File: src/hdl/simap_pkg.sv
// shared types and constants for the segmented index mapper
package simap_pkg;

  localparam int IDX_W   = 32;
  localparam int CNT_W   = 32;
  localparam int DIM_W   = 16;
  localparam int SEGNO_W = 4;

  localparam logic CMD_APPEND = 1'b0;
  localparam logic CMD_LOOKUP = 1'b1;

  // one stored segment
  typedef struct packed {
    logic [IDX_W-1:0] start;
    logic [CNT_W-1:0] count;
    logic [DIM_W-1:0] width;
    logic [DIM_W-1:0] height;
  } seg_t;

  // lookup request travelling down the cell chain
  typedef struct packed {
    logic               vld;
    logic               done;
    logic               hit;
    logic [IDX_W-1:0]   idx;
    logic [SEGNO_W-1:0] segno;
    logic [IDX_W-1:0]   offset;
    logic [DIM_W-1:0]   width;
    logic [DIM_W-1:0]   height;
  } tok_t;

  typedef enum logic [1:0] {
    ST_IDLE,
    ST_APP_A,
    ST_APP_B,
    ST_LOOK
  } state_t;

endpackage

File: src/hdl/simap_cell.sv
// one table slot: holds a segment and checks a passing lookup request against it
module simap_cell
  import simap_pkg::*;
#(
  parameter int IDX  = 0,
  parameter int UW   = 5
) (
  input  logic          clk,
  input  logic          rst_n,
  input  logic [UW-1:0] used_i,
  input  logic          wr_en_i,
  input  logic [UW-1:0] wr_sel_i,
  input  seg_t          wr_seg_i,
  input  tok_t          tok_i,
  output tok_t          tok_o
);

  localparam logic [UW-1:0]      MY_SEL   = UW'(IDX);
  localparam logic [SEGNO_W-1:0] MY_SEGNO = SEGNO_W'(IDX);

  seg_t seg_r;
  tok_t tok_r, tok_nxt;

  logic             active;
  logic [IDX_W-1:0] off;

  always_comb begin
    active  = (MY_SEL < used_i);
    off     = tok_i.idx - seg_r.start;
    tok_nxt = tok_i;
    if (tok_i.vld && !tok_i.done) begin
      if (!active) begin
        tok_nxt.done = 1'b1;
      end else if (tok_i.idx < seg_r.start) begin
        // walk stops at first segment starting past the index
        tok_nxt.done = 1'b1;
      end else if (off < seg_r.count) begin
        tok_nxt.done   = 1'b1;
        tok_nxt.hit    = 1'b1;
        tok_nxt.segno  = MY_SEGNO;
        tok_nxt.offset = off;
        tok_nxt.width  = seg_r.width;
        tok_nxt.height = seg_r.height;
      end
    end
  end

  always_ff @(posedge clk) begin
    if (wr_en_i && (wr_sel_i == MY_SEL)) begin
      seg_r <= wr_seg_i;
    end
  end

  always_ff @(posedge clk) begin
    if (!rst_n) begin
      tok_r <= '0;
    end else begin
      tok_r <= tok_nxt;
    end
  end

  assign tok_o = tok_r;

endmodule

File: config.mk
export PLATFORM = sky130hd
export DESIGN_NAME = simap_cell
export DESIGN_NICKNAME = d
export VERILOG_FILES = /design/src/hdl/simap_pkg.sv /design/src/hdl/simap_cell.sv
export SDC_FILE = /design/constraint.sdc
export NUM_CORES = 1
export LEC_CHECK = 0
export BUFFER_PORTS_ARGS = -buffer_cell sky130_fd_sc_hd__buf_2
export CORE_MARGIN = 2
export CORE_UTILIZATION = 39
export CTS_CLUSTER_DIAMETER = 30
export DETAILED_ROUTE_END_ITERATION = 7
export GPL_TIMING_DRIVEN = 0
export SLEW_MARGIN = 20
export SYNTH_ARGS = -nofsm -noshare
export SYNTH_HDL_FRONTEND = slang
export SYNTH_SLANG_ARGS = --single-unit
File: constraint.sdc
create_clock -name clk -period 19.3 [get_ports clk]
set_input_delay 1.93 -clock clk [delete_from_list [all_inputs] [get_ports clk]]
set_output_delay 1.93 -clock clk [all_outputs]
set_load 0.02 [all_outputs]
==> impl_results.md, run 1 <==
* Result of the run: completed
* Worst-path clk slew at 80 ps
* Hold_buf cts at 0
* Final hold violations at 0
* Via/cell ratio at 4.94
* WS Path Type: in -> reg
* Drt total wl at 26000 um
* FF+latch count, synth at 199
* GRT overflow at 0
* Rows at 55
* Worst setup SP type: input port
* Syn. warnings at 0
* H-tree Lvls at 4
* Layout area overhead at 29.3%
* Unrepaired setup endpoints after global routing: false
* Pre-CTS WS at 11900 ps
* Setup tns final at 0 ps
* Rel. slew slack at 0.447
* PortBufs at 314
* Post-Synthesis Cells at 851
* Post-DP HPWL at 20800 um
* Worst Clk Skew at 16.6 ps
* Syn Std Cell Area at 9060 um^2
* Power, Total at 992 uW
* Crit end category: register
* Nets at 1472
* Pleak at 0.00566 uW
* First-pass GRT wire length at 39400 um
* Max-slew violations at 0
* Worst vdd ir at 0.0574 mV
* Vias in the first global route at 7447
* ANT nets after route at 0
* Drt pass-1 iters at 4
* EDFF count, synth at 96
* Mean Syn Cell Area at 10.7 um^2
* Area after DPL at 11100 um^2
* Leading register cell type out of synthesis: dfxtp_1
* Crit-path max FO at 10
* WL/cell at 17.4 um
* DR vias at 7389
* Syn Nets at 1127
* DIE HEIGHT at 156 um
* I/O pin count at 315
* Gpl congestion at 0.882
* Worst reg-to-reg path cell count at 21
* Share of cells above drive strength 1 at 0.314
* Synth cell types at 60
* Worst Hold Class: reg -> reg
* Fmax at 142 MHz
* Req. time, crit path at 19610 ps
* Die ar. at 24500 um^2
* Largest net degree at the start of global routing at 23
* Clk sinks at 199
* CTS tree: yes
* Total CTS buffers at 17
* Pwr/cell area at 84.6 nW/um^2
* Crit path DAT at 7340 ps
* Worst setup margin at 12270 ps
* Setup Buffers After CTS at 0
* Initial antenna violation count at 6
* # setup viols final at 0
* Sequential-to-total area share from yosys stat at 0.546
* Max cap viols at 0
* Tot GR Track Use at 0.213
* Hold depth at 2
* Initial Utilization at 0.399
* Crit path time final at 7030 ps
* Post_cts resized at 0
* Core area at 22700 um^2
* Final Instance Area at 11700 um^2
* Async S/R FF share, synth at 0
* Layout fillers at 2160
* First DRT Iteration DRCs at 249
* Clk root buf: clkbuf_16
* Worst-Margin Slew at 824 ps
* Worst-Skew Late Latency at 440 ps
* Die Wd at 156 um
* Final worst-path cycle share at 0.364
* CTS Buffer Depth at 2
* DR DRC count at 0
## through the flow
| stage | hold slack, ps | cells | util |
|---|---|---|---|
| 2_1_floorplan | 453 | 851 | - |
| 3_3_place_gp | 456 | 1450 | 0.484 |
| 3_5_place_dp | 468 | 1462 | 0.489 |
| 4_1_cts | 486 | 1494 | 0.516 |
| 5_1_grt | 513 | 1494 | 0.516 |
| 6_report | 486 | 1496 | 0.516 |
## where the power goes
part / total (uW) / internal (uW) / switching [uW]
Sequential: 462 / 459 / 3.91
Clock: 373 / 180 / 194
Combinational: 156 / 63.8 / 92.2
Total: 992 / 702 / 290
## area by class of cell
| class | instances | area (um^2) | area share |
|---|---|---|---|
| antenna | 2 | 5.00 | 0.000427 |
| buffer | 29 | 136 | 0.0116 |
| clock buffer | 17 | 425 | 0.0363 |
| clock inverter | 15 | 193 | 0.0164 |
| inverter | 76 | 285 | 0.0243 |
| multi-input combinational | 547 | 3700 | 0.316 |
| sequential | 199 | 4940 | 0.422 |
| tap | 285 | 357 | 0.0304 |
| timing repair buffer | 326 | 1670 | 0.142 |
## Yosys cell counts, types with 5 or more instances
| library cell | count | share of area |
|---|---|---|
| a211oi_1 | 9 | 0.0075 |
| a21boi_0 | 5 | 0.0041 |
| a21o_1 | 10 | 0.0083 |
| a21oi_1 | 59 | 0.033 |
| and2_1 | 37 | 0.026 |
| and3_1 | 12 | 0.0083 |
| buf_2 | 7 | 0.0039 |
| clkbuf_1 | 17 | 0.0070 |
| dfxtp_1 | 103 | 0.23 |
| edfxtp_1 | 96 | 0.32 |
| ha_1 | 63 | 0.087 |
| inv_1 | 75 | 0.031 |
| mux2i_1 | 45 | 0.050 |
| nand2_1 | 60 | 0.025 |
| nand2b_1 | 7 | 0.0048 |
| nand3_1 | 14 | 0.0077 |
| nand4_1 | 10 | 0.0069 |
| nor2_1 | 85 | 0.035 |
| nor2b_1 | 6 | 0.0041 |
| nor3_1 | 12 | 0.0066 |
| nor4_1 | 6 | 0.0041 |
| o21a_1 | 7 | 0.0058 |
| o21ai_0 | 27 | 0.015 |
| xnor2_1 | 12 | 0.012 |
| xor2_1 | 7 | 0.0068 |
## final timing paths
kind	slack, ps	start	to
max	12270	tok_i[69]	tok_o[23]
min	490	seg_r[22]	tok_o[22]
max reg2reg	13450	seg_r[65]	tok_o[23]
min reg2reg	490	seg_r[22]	tok_o[22]
## flip-flops by register name, indices dropped and copies added, names as in the netlist
register,cells
tok_o,103
seg_r,96
## critical path: stages
cell and delay (ps):
buf_2 110, ha_1 270, nor2b_1 160, o2111ai_1 200, a211oi_1 760, o21ai_0 490
o2111ai_1 490, a31o_2 240, nand3_1 100, and2_1 160, ha_1 290, nand4_1 130
inv_1 50, a221oi_1 470, nand2_1 140, o311ai_2 290, nand3_2 220, buf_2 270
buf_4 240, mux2i_1 260, nor2_1 60
## cells in the final DEF (no fill, tap or decap), drive strengths merged, types with 15 or more instances in the layout
cell | netlist | final
o21ai | 27 | 27
nand3 | 15 | 15
buf | 12 | 338
edfxtp | 96 | 96
dfxtp | 103 | 103
nand2 | 60 | 60
ha | 63 | 63
and2 | 37 | 37
mux2i | 45 | 45
clkbuf | 17 | 34
a21oi | 59 | 59
inv | 76 | 85
nor2 | 85 | 85
## cells by family after synthesis
logic type               after synthesis  share of synthesized area
AO/OA/AOI/OAI                        149                      0.104
XOR/XNOR                              19                     0.0184
adder cells (fa/ha/maj)               64                     0.0892
buffers and inverters                105                     0.0465
flip-flops                           199                      0.546
multiplexers                          47                     0.0522
AND/OR/NAND/NOR                      268                      0.145
## layer usage
metal / vias to the layer above / part of all wire / track usage / wire [um]
met2: 260 / 0.48 / 0.366 / 12400
met4: 8 / 0.025 / 0.0703 / 648
met3: 46 / 0.077 / 0.0676 / 2000
met1: 3399 / 0.42 / 0.253 / 10800
li1: 3676 / - / - / -
met5: - / 0.0020 / 0 / 51
(Power assumes the default switching activity.)
==> run 2, diff against run 1 <==
Settings changed: PLACE_DENSITY from default to 0.67.
Clock period 19.3 ns to 5.8 ns, I/O delays scaled along.
==> impl_results.md, run 2 (synthesis results as in run 1) <==
* Result of the run: completed
* Unrepaired setup endpoints after global routing: false
* GRT overflow at 0
* Via/cell ratio at 4.91
* Tot GR Track Use at 0.208
* Hold depth at 1
* Share of cells above drive strength 1 at 0.313
* Gpl congestion at 0.884
* WS Path Type: reg -> reg
* Max-slew violations at 0
* Final worst-path cycle share at 0.926
* CP max stage delay at 510 ps
* Layout area overhead at 29.9%
* Setup Buffers After CTS at 0
* # setup viols final at 0
* Post-DP HPWL at 20300 um
* DIE HEIGHT at 156 um
* Most common cell after layout, fill and taps aside: buf_2
* Max reg flops at 103
* Worst-Skew Late Latency at 440 ps
* Power, Total at 3360 uW
* Max cap viols at 0
* H-tree Lvls at 4
* Largest net degree at the start of global routing at 24
* Leading cell types in the layout, fill and taps excluded: buf_2 (321), dfxtp_1 (103), edfxtp_1 (96), nor2_1 (85), inv_1 (75)
* FF-to-FF setup slack at 430 ps
* Crit-path max FO at 10
* Clk root buf: clkbuf_16
* Worst-path clk slew at 90 ps
* Pleak at 0.00565 uW
* Drt total wl at 25400 um
* Initial Utilization at 0.399
* Worst Hold Class: in -> reg
* Worst vdd ir at 0.178 mV
* Pwr/cell area at 285 nW/um^2
* Reg-to-reg endpoint: tok_o[23]
* Fmax at 186 MHz
* DR vias at 7337
* Drt pass-1 iters at 4
* Clk sinks at 199
* CTS tree: yes
* CTS Buffer Depth at 2
* Reg2reg start: seg_r[65]
* First-pass GRT wire length at 38600 um
* Layout fillers at 2113
* Die Wd at 156 um
* First DRT Iteration DRCs at 394
* Worst setup SP type: register
* Core area at 22700 um^2
* Nets at 1466
* Req. time, crit path at 6110 ps
* Hold_buf cts at 0
* ANT nets after route at 0
* Worst Clk Skew at 16.8 ps
* Worst-path cell chain: inv_1 > ha_1 > nor2b_1 > o2111ai_1 > a211oi_2 > o21ai_1 > o2111ai_1 > a31o_2 > nand3_1 > and2_1 > ha_1 > nand4_1 > inv_1 > a221oi_2 > nand2_1 > o311ai_2 > nand3_2 > buf_2 > buf_4 > mux2i_1 > nor2_1
* Worst reg-to-reg path cell count at 21
* Total CTS buffers at 17
* Max stage delay cell, worst path: a211oi_2
* Crit path DAT at 5680 ps
* Hold Startpoint: wr_seg_i[6]
* Worst-Margin Slew at 696 ps
* Vias in the first global route at 7344
* Final hold violations at 0
* Rel. slew slack at 0.536
* WL/cell at 17.0 um
* Initial antenna violation count at 10
* Rows at 55
* PortBufs at 314
* I/O pin count at 315
* Die ar. at 24500 um^2
* Final Util at 0.518
* DR DRC count at 0
* Crit end category: register
* Hold EP: seg_r[6]
* Crit path time final at 5370 ps
## run 2: timing repair
item	4_1_cts	5_1_grt
gates resized for setup	1	2
cloned	0	0
setup endpoints to repair	1	34
## run 2: critical path: cells and delay by family (launching register included)
kind                     cells  cell delay, ps
AO/OA/AOI/OAI                7            2380
multiplexers                 1             260
AND/OR/NAND/NOR              7            1000
buffers and inverters        4             630
flip-flops                   1             380
adder cells (fa/ha/maj)      2             560
## run 2: how the worst max path moves through the flow
stage           startpoint   endpoint  slack, ps
2_1_floorplan  wr_sel_i[3]   seg_r[0]        320
3_3_place_gp   wr_sel_i[3]  seg_r[88]      -1630
3_5_place_dp     tok_i[69]  tok_o[23]       -260
4_1_cts          seg_r[65]  tok_o[23]        220
5_1_grt          seg_r[80]  tok_o[23]         40
6_report         seg_r[65]  tok_o[23]        430
## run 2: cell type report
class	count	area, um^2	area share
repair buffers	320	1660	0.141
flip-flops and latches	199	4940	0.420
plain buffers	29	136	0.0116
clock inverters	15	230	0.0196
multi-input cells	547	3720	0.316
well taps	285	357	0.0303
clock buffers	17	425	0.0361
diodes	5	12.5	0.00106
inverters	76	285	0.0242
## run 2: routing by layer
layer	GRT usage	wire [um]	vias to the layer above
met2	0.361	12500	259
met3	0.0662	1870	43
met4	0.0682	554	8
met1	0.245	10400	3348
met5	0	46	-
li1	-	-	3679
## run 2: stage by stage
stage          instance area, um^2  hold slack [ps]  TNS [ps]  std cells  setup WS, ps
2_1_floorplan                 9070              453         0        851           316
3_3_place_gp                 11000              457   -156490       1450         -1630
3_5_place_dp                 11100              472     -4330       1456          -262
4_1_cts                      11800              292         0       1488           217
5_1_grt                      11800              283         0       1492          39.8
6_report                     11800              303         0       1493           431
## run 2: report_power, final
part | internal (uW) | switching [uW]
Sequential | 1530 | 13.1
Combinational | 213 | 305
Clock | 648 | 653
